<file path="src/sv/fse_pkg.sv">
package fse_pkg;

  // argument path width default and magnitude datapath
  localparam int ARG_BITS_DEF = 32;
  localparam int ARG_PORT_W   = 32;
  localparam int MAG_BITS     = 32;
  localparam int PROD_W       = 2 * MAG_BITS;
  localparam int DIG_MAX      = 10;
  localparam int CNT_W        = $clog2(DIG_MAX + 1);
  localparam int DIG_IDX_W    = $clog2(DIG_MAX);

  // divide by ten through a constant reciprocal
  localparam logic [MAG_BITS-1:0] RECIP_TEN   = 32'hCCCC_CCCD;
  localparam int                  RECIP_SHIFT = 35;

  // character codes
  localparam logic [7:0] INSERT_RST = 8'h23;
  localparam logic [7:0] CH_ZERO    = 8'h30;
  localparam logic [7:0] CH_MINUS   = 8'h2D;
  localparam logic [7:0] CH_A_LOW   = 8'h61;

  // action codes
  localparam logic ACT_FORMAT = 1'b0;
  localparam logic ACT_ARG    = 1'b1;

  // awaited argument kinds
  localparam logic [2:0] KIND_NONE = 3'd0;
  localparam logic [2:0] KIND_CHAR = 3'd1;
  localparam logic [2:0] KIND_SDEC = 3'd2;
  localparam logic [2:0] KIND_UDEC = 3'd3;
  localparam logic [2:0] KIND_HEX2 = 3'd4;
  localparam logic [2:0] KIND_HEX4 = 3'd5;
  localparam logic [2:0] KIND_HEX8 = 3'd6;

  // result status codes
  localparam logic [1:0] ST_OK        = 2'd0;
  localparam logic [1:0] ST_ARG_UNEXP = 2'd1;
  localparam logic [1:0] ST_FMT_WAIT  = 2'd2;

  // output character source select
  localparam logic [2:0] EM_ITEM  = 3'd0;
  localparam logic [2:0] EM_NONE  = 3'd1;
  localparam logic [2:0] EM_BYTE  = 3'd2;
  localparam logic [2:0] EM_MINUS = 3'd3;
  localparam logic [2:0] EM_DEC   = 3'd4;
  localparam logic [2:0] EM_HEX   = 3'd5;

  // digit counter operations
  localparam logic [1:0] CNT_HOLD = 2'd0;
  localparam logic [1:0] CNT_LOAD = 2'd1;
  localparam logic [1:0] CNT_INC  = 2'd2;
  localparam logic [1:0] CNT_DEC  = 2'd3;

  typedef struct packed {
    logic                  action;
    logic [7:0]            format_char;
    logic                  end_of_format;
    logic [ARG_PORT_W-1:0] argument;
  } fse_in_t;

  typedef struct packed {
    logic [7:0] out_char;
    logic       last_of_run;
    logic [1:0] status;
  } fse_out_t;

  // controller to datapath
  typedef struct packed {
    logic             load_item;
    logic             load_val;
    logic             load_signed;
    logic             mul;
    logic             div;
    logic [1:0]       cnt_op;
    logic [CNT_W-1:0] cnt_init;
    logic             emit;
    logic [2:0]       emit_sel;
    logic [1:0]       emit_status;
    logic             emit_last;
  } fse_cmd_t;

  // datapath to controller
  typedef struct packed {
    logic       action;
    logic       eof;
    logic       is_insert;
    logic [2:0] spec_kind;
    logic       neg;
    logic       q_zero;
    logic       cnt_one;
    logic       cnt_zero;
    logic       slot_free;
  } fse_stat_t;

  function automatic logic [2:0] kind_of(input logic [7:0] spec);
    logic [2:0] k;
    begin
      case (spec)
        8'h63:        k = KIND_CHAR;
        8'h69, 8'h6C: k = KIND_SDEC;
        8'h75, 8'h55: k = KIND_UDEC;
        8'h62:        k = KIND_HEX2;
        8'h77:        k = KIND_HEX4;
        8'h64:        k = KIND_HEX8;
        default:      k = KIND_NONE;
      endcase
      return k;
    end
  endfunction

  function automatic logic [7:0] hex_ascii(input logic [3:0] nib);
    logic [7:0] c;
    begin
      if (nib < 4'd10) begin
        c = CH_ZERO + {4'b0000, nib};
      end else begin
        c = 8'h41 + {4'b0000, nib - 4'd10};
      end
      return c;
    end
  endfunction

endpackage

</file>
<file path="src/sv/fse_ctrl.sv">
module fse_ctrl (
  input  logic              clk,
  input  logic              rst_n,
  input  logic              in_valid,
  output logic              in_ready,
  input  fse_pkg::fse_stat_t stat,
  output fse_pkg::fse_cmd_t  cmd
);
  import fse_pkg::*;

  localparam logic [2:0] S_IDLE    = 3'd0;
  localparam logic [2:0] S_DECODE  = 3'd1;
  localparam logic [2:0] S_MUL     = 3'd2;
  localparam logic [2:0] S_DIV     = 3'd3;
  localparam logic [2:0] S_SIGN    = 3'd4;
  localparam logic [2:0] S_DEC_OUT = 3'd5;
  localparam logic [2:0] S_HEX     = 3'd6;

  logic [2:0] state_r, state_nxt;
  logic       insert_seen_r, insert_seen_nxt;
  logic [2:0] awaited_r, awaited_nxt;

  assign in_ready = (state_r == S_IDLE);

  // sequencing and specifier tracking
  always_comb begin
    state_nxt       = state_r;
    insert_seen_nxt = insert_seen_r;
    awaited_nxt     = awaited_r;
    cmd             = '0;
    case (state_r)
      S_IDLE: begin
        if (in_valid) begin
          cmd.load_item = 1'b1;
          state_nxt     = S_DECODE;
        end
      end
      S_DECODE: begin
        cmd.emit_last = 1'b1;
        if (stat.action == ACT_FORMAT) begin
          if (awaited_r != KIND_NONE) begin
            // format character while an argument is pending
            cmd.emit_sel    = EM_NONE;
            cmd.emit_status = ST_FMT_WAIT;
            if (stat.slot_free) begin
              cmd.emit  = 1'b1;
              state_nxt = S_IDLE;
            end
          end else if (insert_seen_r) begin
            if (stat.spec_kind != KIND_NONE) begin
              awaited_nxt     = stat.spec_kind;
              insert_seen_nxt = 1'b0;
              state_nxt       = S_IDLE;
            end else begin
              cmd.emit_sel = EM_ITEM;
              if (stat.slot_free) begin
                cmd.emit        = 1'b1;
                insert_seen_nxt = 1'b0;
                state_nxt       = S_IDLE;
              end
            end
          end else if (stat.is_insert && !stat.eof) begin
            insert_seen_nxt = 1'b1;
            state_nxt       = S_IDLE;
          end else begin
            cmd.emit_sel = EM_ITEM;
            if (stat.slot_free) begin
              cmd.emit  = 1'b1;
              state_nxt = S_IDLE;
            end
          end
        end else begin
          case (awaited_r)
            KIND_NONE: begin
              cmd.emit_sel    = EM_NONE;
              cmd.emit_status = ST_ARG_UNEXP;
              if (stat.slot_free) begin
                cmd.emit  = 1'b1;
                state_nxt = S_IDLE;
              end
            end
            KIND_CHAR: begin
              cmd.emit_sel = EM_BYTE;
              if (stat.slot_free) begin
                cmd.emit    = 1'b1;
                awaited_nxt = KIND_NONE;
                state_nxt   = S_IDLE;
              end
            end
            KIND_SDEC, KIND_UDEC: begin
              cmd.load_val    = 1'b1;
              cmd.load_signed = (awaited_r == KIND_SDEC);
              cmd.cnt_op      = CNT_LOAD;
              cmd.cnt_init    = '0;
              awaited_nxt     = KIND_NONE;
              state_nxt       = S_MUL;
            end
            KIND_HEX2: begin
              cmd.load_val = 1'b1;
              cmd.cnt_op   = CNT_LOAD;
              cmd.cnt_init = CNT_W'(1);
              awaited_nxt  = KIND_NONE;
              state_nxt    = S_HEX;
            end
            KIND_HEX4: begin
              cmd.load_val = 1'b1;
              cmd.cnt_op   = CNT_LOAD;
              cmd.cnt_init = CNT_W'(3);
              awaited_nxt  = KIND_NONE;
              state_nxt    = S_HEX;
            end
            default: begin
              cmd.load_val = 1'b1;
              cmd.cnt_op   = CNT_LOAD;
              cmd.cnt_init = CNT_W'(7);
              awaited_nxt  = KIND_NONE;
              state_nxt    = S_HEX;
            end
          endcase
        end
      end
      S_MUL: begin
        cmd.mul   = 1'b1;
        state_nxt = S_DIV;
      end
      S_DIV: begin
        // push one decimal digit, low digit first
        cmd.div    = 1'b1;
        cmd.cnt_op = CNT_INC;
        if (stat.q_zero) begin
          state_nxt = stat.neg ? S_SIGN : S_DEC_OUT;
        end else begin
          state_nxt = S_MUL;
        end
      end
      S_SIGN: begin
        cmd.emit_sel = EM_MINUS;
        if (stat.slot_free) begin
          cmd.emit  = 1'b1;
          state_nxt = S_DEC_OUT;
        end
      end
      S_DEC_OUT: begin
        cmd.emit_sel  = EM_DEC;
        cmd.emit_last = stat.cnt_one;
        if (stat.slot_free) begin
          cmd.emit   = 1'b1;
          cmd.cnt_op = CNT_DEC;
          if (stat.cnt_one) begin
            state_nxt = S_IDLE;
          end
        end
      end
      S_HEX: begin
        cmd.emit_sel  = EM_HEX;
        cmd.emit_last = stat.cnt_zero;
        if (stat.slot_free) begin
          cmd.emit   = 1'b1;
          cmd.cnt_op = CNT_DEC;
          if (stat.cnt_zero) begin
            state_nxt = S_IDLE;
          end
        end
      end
      default: begin
        state_nxt = S_IDLE;
      end
    endcase
  end

  // control registers
  always_ff @(posedge clk) begin
    if (!rst_n) begin
      state_r       <= S_IDLE;
      insert_seen_r <= 1'b0;
      awaited_r     <= KIND_NONE;
    end else begin
      state_r       <= state_nxt;
      insert_seen_r <= insert_seen_nxt;
      awaited_r     <= awaited_nxt;
    end
  end

endmodule

</file>
<file path="src/sv/fse_dp.sv">
module fse_dp #(
  parameter int ARG_BITS = fse_pkg::ARG_BITS_DEF
) (
  input  logic              clk,
  input  logic              rst_n,
  input  fse_pkg::fse_in_t   in_data,
  input  logic              cfg_valid,
  output logic              cfg_ready,
  input  logic [7:0]        cfg_data,
  output logic              out_valid,
  input  logic              out_ready,
  output fse_pkg::fse_out_t  out_data,
  input  fse_pkg::fse_cmd_t  cmd,
  output fse_pkg::fse_stat_t stat
);
  import fse_pkg::*;

  fse_in_t              item_r;
  logic [7:0]           insert_char_r;
  logic [MAG_BITS-1:0]  val_r;
  logic                 neg_r;
  logic [PROD_W-1:0]    prod_r;
  logic [CNT_W-1:0]     cnt_r;
  logic [3:0]           dstk_r [DIG_MAX];
  logic                 out_valid_r;
  fse_out_t             out_item_r;

  logic [ARG_BITS-1:0]  arg_v;
  logic [ARG_BITS-1:0]  arg_neg;
  logic                 arg_is_neg;
  logic [MAG_BITS-1:0]  q_val;
  logic [MAG_BITS-1:0]  q_ten;
  logic [MAG_BITS-1:0]  rem_val;
  logic [DIG_IDX_W-1:0] rd_idx;
  logic [MAG_BITS-1:0]  hex_sh;
  logic [7:0]           emit_char;
  logic                 slot_free;

  assign cfg_ready = 1'b1;

  // argument view within the configured width
  assign arg_v      = ARG_BITS'(item_r.argument);
  assign arg_neg    = ~arg_v + 1'b1;
  assign arg_is_neg = cmd.load_signed & arg_v[ARG_BITS-1];

  // quotient and remainder of the current value by ten
  assign q_val   = MAG_BITS'(prod_r >> RECIP_SHIFT);
  assign q_ten   = (q_val << 3) + (q_val << 1);
  assign rem_val = val_r - q_ten;

  assign rd_idx = DIG_IDX_W'(cnt_r - 1'b1);
  assign hex_sh = val_r >> {cnt_r[2:0], 2'b00};

  assign slot_free = !out_valid_r || out_ready;

  // status to controller
  always_comb begin
    stat.action    = item_r.action;
    stat.eof       = item_r.end_of_format;
    stat.is_insert = (item_r.format_char == insert_char_r);
    stat.spec_kind = kind_of(item_r.format_char);
    stat.neg       = neg_r;
    stat.q_zero    = (q_val == '0);
    stat.cnt_one   = (cnt_r == CNT_W'(1));
    stat.cnt_zero  = (cnt_r == '0);
    stat.slot_free = slot_free;
  end

  // character selection
  always_comb begin
    case (cmd.emit_sel)
      EM_ITEM:  emit_char = item_r.format_char;
      EM_NONE:  emit_char = 8'h00;
      EM_BYTE:  emit_char = arg_v[7:0];
      EM_MINUS: emit_char = CH_MINUS;
      EM_DEC:   emit_char = CH_ZERO + {4'b0000, dstk_r[rd_idx]};
      EM_HEX:   emit_char = hex_ascii(hex_sh[3:0]);
      default:  emit_char = 8'h00;
    endcase
  end

  // insert character register
  always_ff @(posedge clk) begin
    if (!rst_n) begin
      insert_char_r <= INSERT_RST;
    end else if (cfg_valid) begin
      insert_char_r <= cfg_data;
    end
  end

  // item and value registers
  always_ff @(posedge clk) begin
    if (cmd.load_item) begin
      item_r <= in_data;
    end
    if (cmd.load_val) begin
      val_r <= MAG_BITS'(arg_is_neg ? arg_neg : arg_v);
      neg_r <= arg_is_neg;
    end else if (cmd.div) begin
      val_r <= q_val;
    end
    if (cmd.mul) begin
      prod_r <= PROD_W'(val_r) * PROD_W'(RECIP_TEN);
    end
    if (cmd.div) begin
      dstk_r[DIG_IDX_W'(cnt_r)] <= rem_val[3:0];
    end
  end

  // digit counter
  always_ff @(posedge clk) begin
    case (cmd.cnt_op)
      CNT_LOAD: cnt_r <= cmd.cnt_init;
      CNT_INC:  cnt_r <= cnt_r + 1'b1;
      CNT_DEC:  cnt_r <= cnt_r - 1'b1;
      default:  cnt_r <= cnt_r;
    endcase
  end

  // output register
  always_ff @(posedge clk) begin
    if (!rst_n) begin
      out_valid_r <= 1'b0;
    end else if (cmd.emit) begin
      out_valid_r <= 1'b1;
    end else if (out_ready) begin
      out_valid_r <= 1'b0;
    end
  end

  always_ff @(posedge clk) begin
    if (cmd.emit) begin
      out_item_r.out_char    <= emit_char;
      out_item_r.last_of_run <= cmd.emit_last;
      out_item_r.status      <= cmd.emit_status;
    end
  end

  assign out_valid = out_valid_r;
  assign out_data  = out_item_r;

endmodule

</file>
<file path="src/sv/format_string_to_ascii_engine.sv">
// channel   direction  handshake              payload
// in_       input      in_valid / in_ready    fse_in_t: action, format_char, end_of_format,
//                                             argument
// out_      output     out_valid / out_ready  fse_out_t: out_char, last_of_run, status
// cfg_      input      cfg_valid / cfg_ready  cfg_data: insert character
//
// a format character is taken in S_IDLE, then decoded and emitted in S_DECODE
// a c argument is emitted from S_DECODE; a hex argument emits its n digits from S_HEX, high digit first
// a decimal argument runs S_MUL and S_DIV for each digit, plus S_SIGN for a minus sign:
// the divide-by-ten step is a constant multiply then a subtract; S_DEC_OUT then sends the digits
// reset (synchronous, rst_n low) clears pending specifier state and sets the insert char to '#'
// a stalled output holds the result in its register; the engine waits, taking no new input
module format_string_to_ascii_engine #(
  parameter int ARG_BITS = fse_pkg::ARG_BITS_DEF
) (
  input  logic             clk,
  input  logic             rst_n,
  input  logic             in_valid,
  output logic             in_ready,
  input  fse_pkg::fse_in_t  in_data,
  output logic             out_valid,
  input  logic             out_ready,
  output fse_pkg::fse_out_t out_data,
  input  logic             cfg_valid,
  output logic             cfg_ready,
  input  logic [7:0]       cfg_data
);
  import fse_pkg::*;

  fse_cmd_t  cmd;
  fse_stat_t stat;

  // sequencer
  fse_ctrl u_ctrl (
    .clk      (clk),
    .rst_n    (rst_n),
    .in_valid (in_valid),
    .in_ready (in_ready),
    .stat     (stat),
    .cmd      (cmd)
  );

  // data registers, digit conversion and output register
  fse_dp #(
    .ARG_BITS (ARG_BITS)
  ) u_dp (
    .clk       (clk),
    .rst_n     (rst_n),
    .in_data   (in_data),
    .cfg_valid (cfg_valid),
    .cfg_ready (cfg_ready),
    .cfg_data  (cfg_data),
    .out_valid (out_valid),
    .out_ready (out_ready),
    .out_data  (out_data),
    .cmd       (cmd),
    .stat      (stat)
  );

endmodule
</file>
<file path="config.mk">
export PLATFORM = sky130hd
export DESIGN_NAME = format_string_to_ascii_engine
export DESIGN_NICKNAME = d
export VERILOG_FILES = /design/src/sv/fse_pkg.sv /design/src/sv/fse_ctrl.sv /design/src/sv/fse_dp.sv /design/src/sv/format_string_to_ascii_engine.sv
export SDC_FILE = /design/constraint.sdc
export NUM_CORES = 1
export LEC_CHECK = 0
export ABC_AREA = 1
export BUFFER_PORTS_ARGS = -buffer_cell sky130_fd_sc_hd__buf_2
export CAP_MARGIN = 10
export CORE_ASPECT_RATIO = 2
export CORE_MARGIN = 4
export CORE_UTILIZATION = 50
export CTS_CLUSTER_SIZE = 16
export DETAILED_ROUTE_END_ITERATION = 8
export PLACE_DENSITY = 0.69
export SYNTH_ARGS = -nofsm -noshare
export SYNTH_HDL_FRONTEND = slang
export SYNTH_HIERARCHICAL = 1
export SYNTH_SLANG_ARGS = --single-unit
</file>
<file path="constraint.sdc">
create_clock -name clk -period 13.9 [get_ports clk]
set_input_delay 2.78 -clock clk [delete_from_list [all_inputs] [get_ports clk]]
set_output_delay 2.78 -clock clk [all_outputs]
set_load 0.005 [all_outputs]
</file>
Yosys cells after proc, flatten, opt, wreduce, memory -nomap -nowiden

Memory sizes are Yosys's and may differ from the RTL's.
Cells that the tools add are included.

Bits in registers: 170
Bits in writable memories: 40
Input bits: 55
Output and inout port bits: 14
Logic and storage cells: 155
Memories: 1

$add $sub $neg: 9
Multipliers: 1
Order comparisons: 1
Equality and inequality tests: 37
Shift-type cells: 1
Mux-type cells: 61
Bitwise gates (word level): 4
Reduce and logical (&&, ||, !) cells: 24

Memory list:

| name        | words | width | read ports | clocked after memory_dff | wr ports | line         | source |
|---|---|---|---|---|---|---|---|
| u_dp.dstk_r | 10    | 4     | 1          | 0                        | 1        | fse_dp.sv:24 | `logic [3:0] dstk_r [DIG_MAX];` |

Operators by type and width:

| operator                 | number |
|---|---|
| $mux W32                 | 3 |
| $eq A8 B7 Y1 const B     | 8 |
| $mul A32 B32 Y64 const B | 1 |
| $mux W3                  | 18 |
| $pmux W8 S5              | 1 |
| $add A32 B1 Y32 const B  | 1 |
| $logic_not A32 Y1        | 1 |
| $not A32 Y32             | 1 |
| $shr A32 B5 Y4           | 1 |
| $eq A3 B3 Y1 const B     | 7 |
| $pmux W3 S7              | 1 |
| $mux W4                  | 5 |
| $pmux W5 S4              | 1 |
| $eq A3 B2 Y1 const B     | 6 |
| $pmux W3 S6              | 1 |
| $mux W1                  | 17 |
| $pmux W4 S4              | 1 |
| $add A6 B4 Y7 const A    | 2 |
| $mux W6                  | 2 |
| $ne A2 B1 Y1 const B     | 6 |
| $pmux W3 S2              | 2 |
| $pmux W4 S3              | 1 |
| $reduce_and A6 Y1        | 2 |
| $reduce_or A2 Y1         | 5 |
| other kinds (29)         | 44 |

Logic depth before layout (Yosys ltp)

Word-level depth: 11
Mapped depth: 30

By module

The synthesis kept the hierarchy.

By module, submodules not included:

| module   | times used | cells each | area an instance (um^2) |
|---|---|---|---|
| fse_dp   | 1          | 3182       | 27030.9 |
| fse_ctrl | 1          | 121        | 676.9 |

Least setup slack after synthesis

No wires, ideal clock.

Path type: flip-flop to flip-flop
Start: register u_dp.val_r[20]
End: register u_dp.prod_r[56], data pin
Setup time: 252 ps
Arrival: 5756 ps
Setup slack: 7892 ps
Stages on the path, launching flop included: 26
Buffers on the path: 0
Cell sequence: edfxtp_1 ha_1 inv_1 fa_1 inv_1 fa_1 inv_1 fa_1 inv_1 fa_1 fa_1 fa_1 inv_1 fa_1 inv_1 ha_1 nand2_1 inv_1 a21oi_1 o21ai_0 inv_1 nand2_1 a21oi_1 nand2_1 nand2_1 nand2_1

Word-level cells in the longest chain between the ends: 1

RTL lines:

| element                | line          | source |
|---|---|---|
| from (decl)            | fse_dp.sv:20  | `logic [MAG_BITS-1:0] val_r;` |
| from (signal assigned) | fse_dp.sv:97  | `val_r <= MAG_BITS'(arg_is_neg ? arg_neg : arg_v);` |
| from (signal assigned) | fse_dp.sv:100 | `val_r <= q_val;` |
| $mul A32 B32 Y64       | fse_dp.sv:103 | `prod_r <= PROD_W'(val_r) * PROD_W'(RECIP_TEN);` |
| to (signal assigned)   | fse_dp.sv:103 |  |
| to (decl)              | fse_dp.sv:22  | `logic [PROD_W-1:0] prod_r;` |

Every way passes these cells.
A chain may end at the register's enable or synchronous reset.

Worst setup path after layout

Start: register u_dp.val_r[3]
End: register u_dp.prod_r[48], data pin

The elaborated chain is that of the path after synthesis.

==> flow_summary.toml <==
[outcome]
run_status = "finished, final reports clean"

[cells_and_area]
num-nets-final = 4155
final_cells = 4109
antenna_cells = 0
area.growth.synth_to_final_pct = 6.10
regArea_um2 = 5090
finish.instance_area_um2 = 29400
num-fill-cells = 5261
final_common_cell = "inv_1"
drive_gt1_share_pct = 4.81
multiInputGateArea_um2 = 19100
mostFrequentLayoutCells = "inv_1, nand2_1, fa_1"
post-route-util_pct = 53.8

[power]
p_leak_nw = 15.5
powerDensity_nw_per_um2 = 42.9
internal-power_uw = 880
switchingPower_uw = 380
pwr-share-clk_pct = 40.3
netSwitchingFraction_pct = 30.2
peakVddDrop_v = 0.000103
combPwrFrac_pct = 12.2
seq_power_share_pct = 47.5

[synth]
syn_area_um2 = 27700
ys_types = 52
synth_flop_cell = "edfxtp_1"
syn_nets = 4100
ys_top_cells_by_area = "fa_1, edfxtp_1, ha_1"
synth_top_area_share_pct = 27.9
synthCells = 3303
synthArstFlopShare_pct = 0
synth-seq-area-share_pct = 18.4
synth-seq-cells = 175
syn-mean-instance-area_um2 = 8.39
synth_largest_area_cell = "fa_1"
synth_enable_flop_cells = 159
synth.yosys.warnings = 6

[cts]
htreeDepth = 4
cts.sink_count = 175
cts_root_buf = "clkbuf_16"
clock_path_buffers = 2
holdBufCountCts = 0
cts_resized = 0
cts_tree = "built"
post_cts_buffers = 0
cts_made_buffers = 17
clk_latency_ns = 0.47
clk_pin_slew_ns = 0.09

[sta]
tns_ns = 0
worst_pin_slew_ns = 1.14
period_needed_ns = 7.58
finalClockSkew_ns = 0.0214
setup_viol = 0
slew_viol_final = 0
hold_viol_final = 0
relSlewSlack_pct = 24.0
fmax_mhz = 132
hold_slack_ns = 0.482
rsz0062_at_grt = "no"
finalCritPeriodShare_pct = 54.5

[floorplan]
start_util_pct = 50.7
fp.dieH_um = 341
fp.dieArea_um2 = 59500
num_rows = 121
fp.coreArea_um2 = 54700
die_w_um = 174
ios = 69

[routing]
totalWireLength_mm = 108
routed-via-count = 22300
wl_per_cell_um = 26.4
final_antenna_net_count = 0
first_pass_iters = 6
drt_first_iter_violations = 1429
drc_errors = 0
viasPerCell = 5.42

[worst_setup_path]
critPathMaxStageDelay_ns = 0.71
slowest_stage = "xor2_1"
worstSetupEndpointType = "flip-flop"
critPathLaunchType = "flip-flop"
worst-setup-path-type = "flip-flop to flip-flop"
crit_path_cell_trace = "ha_1 -> xor2_1 -> nand2_1 -> nand2_1 -> fa_1 -> fa_1 -> fa_1 -> fa_1 -> fa_1 -> inv_1 -> fa_1 -> inv_1 -> ha_1 -> nand2_1 -> nor2_1 -> nand2_1 -> nor2_1 -> nand2_1 -> nor2_1 -> nor2_1 -> nand3_1 -> nand2_1"
required_ns = 14.13
crit_fanout = 9
arrival_ns = 7.81

[grt]
grt_pass1_vias = 24200
antenna_found_initial = 0
grt_pass1_wl_mm = 157
grt_overflow = 0
grt_usage_pct = 37.3
grt_max_degree = 46

[flow_run]
drv_cap = 0

[placed_design]
dpl_cell_area_um2 = 28800
dp_hpwl_mm = 93.3
io_buffers = 67
place_congestion = 1.10
dp.cells = 4076

[min_path]
hold_class = "flip-flop to flip-flop"
-- synth_stat cells (8+ instances only) --
| cell | number |
|---|---|
| inv_1 | 859 |
| nand2_1 | 692 |
| fa_1 | 386 |
| ha_1 | 356 |
| nor2_1 | 195 |
| edfxtp_1 | 159 |
| nand3_1 | 136 |
| a21oi_1 | 114 |
| o21ai_0 | 79 |
| xor2_1 | 58 |
| nor3_1 | 28 |
| nand4_1 | 27 |
| xnor2_1 | 25 |
| o21bai_1 | 18 |
| clkbuf_1 | 16 |
| dfxtp_1 | 16 |
| nor2_2 | 12 |
| o21ai_1 | 12 |
| buf_6 | 9 |
| nand2_2 | 9 |
| a21o_1 | 8 |
-- metrics by stage --
stage | power, mW | setup slack, ns
global placement | 0.761 | 6.49
detailed placement | 0.761 | 6.61
CTS | 1.27 | 6.56
finish | 1.26 | 6.32
global route | 1.31 | 6.32
floorplan | 0.703 | 7.89
-- sequential cells by signal (all words and copies together), names as in the netlist --
register and flops:
u_ctrl/awaited_r 3, u_ctrl/insert_seen_r 1, u_dp/neg_r 1, u_dp/item_r 8
u_dp/prod_r 29, u_dp/arg_v 32, u_dp/cnt_r 4, u_dp/dstk_r 40
u_dp/stat 2, u_ctrl/state_r 3, u_dp/out_data 11, u_dp/val_r 32
u_dp/out_valid 1, u_dp/insert_char_r 8
-- cells by family after synthesis --
group / count (synthesis) / share of synthesized area (%)
compound gates: 258 / 5.13
xor+xnor: 83 / 2.62
fa+ha+maj: 742 / 44.0
buf+inv: 908 / 12.7
flops: 175 / 18.4
other cells: 2 / 0.0271
simple gates: 1135 / 17.2
-- path summary, 6_finish.rpt --
| kind | depth (start not counted) | startpoint | to | slack (ns) |
|---|---|---|---|---|
| worst max-delay path | 22 | u_dp/val_r[3] | u_dp/prod_r[48] | 6.32 |
| worst min-delay path | 2 | u_dp/insert_char_r[5] | u_dp/insert_char_r[5] | 0.48 |
| worst max register to register | 22 | u_dp/val_r[3] | u_dp/prod_r[48] | 6.32 |
| worst min register to register | 2 | u_dp/insert_char_r[5] | u_dp/insert_char_r[5] | 0.48 |
-- worst max-delay path: cells and delay by family (launching register included) --
| family | cells | cell delay, ns |
|---|---|---|
| XOR/XNOR | 1 | 0.71 |
| flip-flops | 1 | 0.70 |
| buffers and inverters | 2 | 0.10 |
| adder cells (fa/ha/maj) | 8 | 3.90 |
| AND/OR/NAND/NOR | 11 | 1.92 |
-- layer usage --
layer  up-vias  share of wire [%]  track usage, %  routed length (um)
li1      10200                  -               -                   -
met1     10700                 29            32.5               31100
met2       906                 50            66.0               54600
met3       454                4.9            5.93                5320
met4         0                 16            43.8               17300
met5         -                  0               0                   0
-- cell type report --
type                            count  share of cell area [%]
Tap cell                          738                    3.14
Clock inverter                     14                   0.583
Sequential cell                   175                    17.3
Clock buffer                       18                    1.46
Timing Repair Buffer               76                    1.39
Multi-Input combinational cell   2220                    65.0
Inverter                          868                    11.1
-- power groups by stage --
stage                     Sequential (mW)  Combinational (mW)  Clock [mW]
after floorplan                     0.606              0.0966           0
after global placement              0.611               0.150           0
after detailed placement            0.611               0.150           0
after CTS                           0.599               0.152       0.519
after global routing                0.601               0.170       0.537
final                               0.599               0.154       0.508
Power figures use the tool's default switching activity.
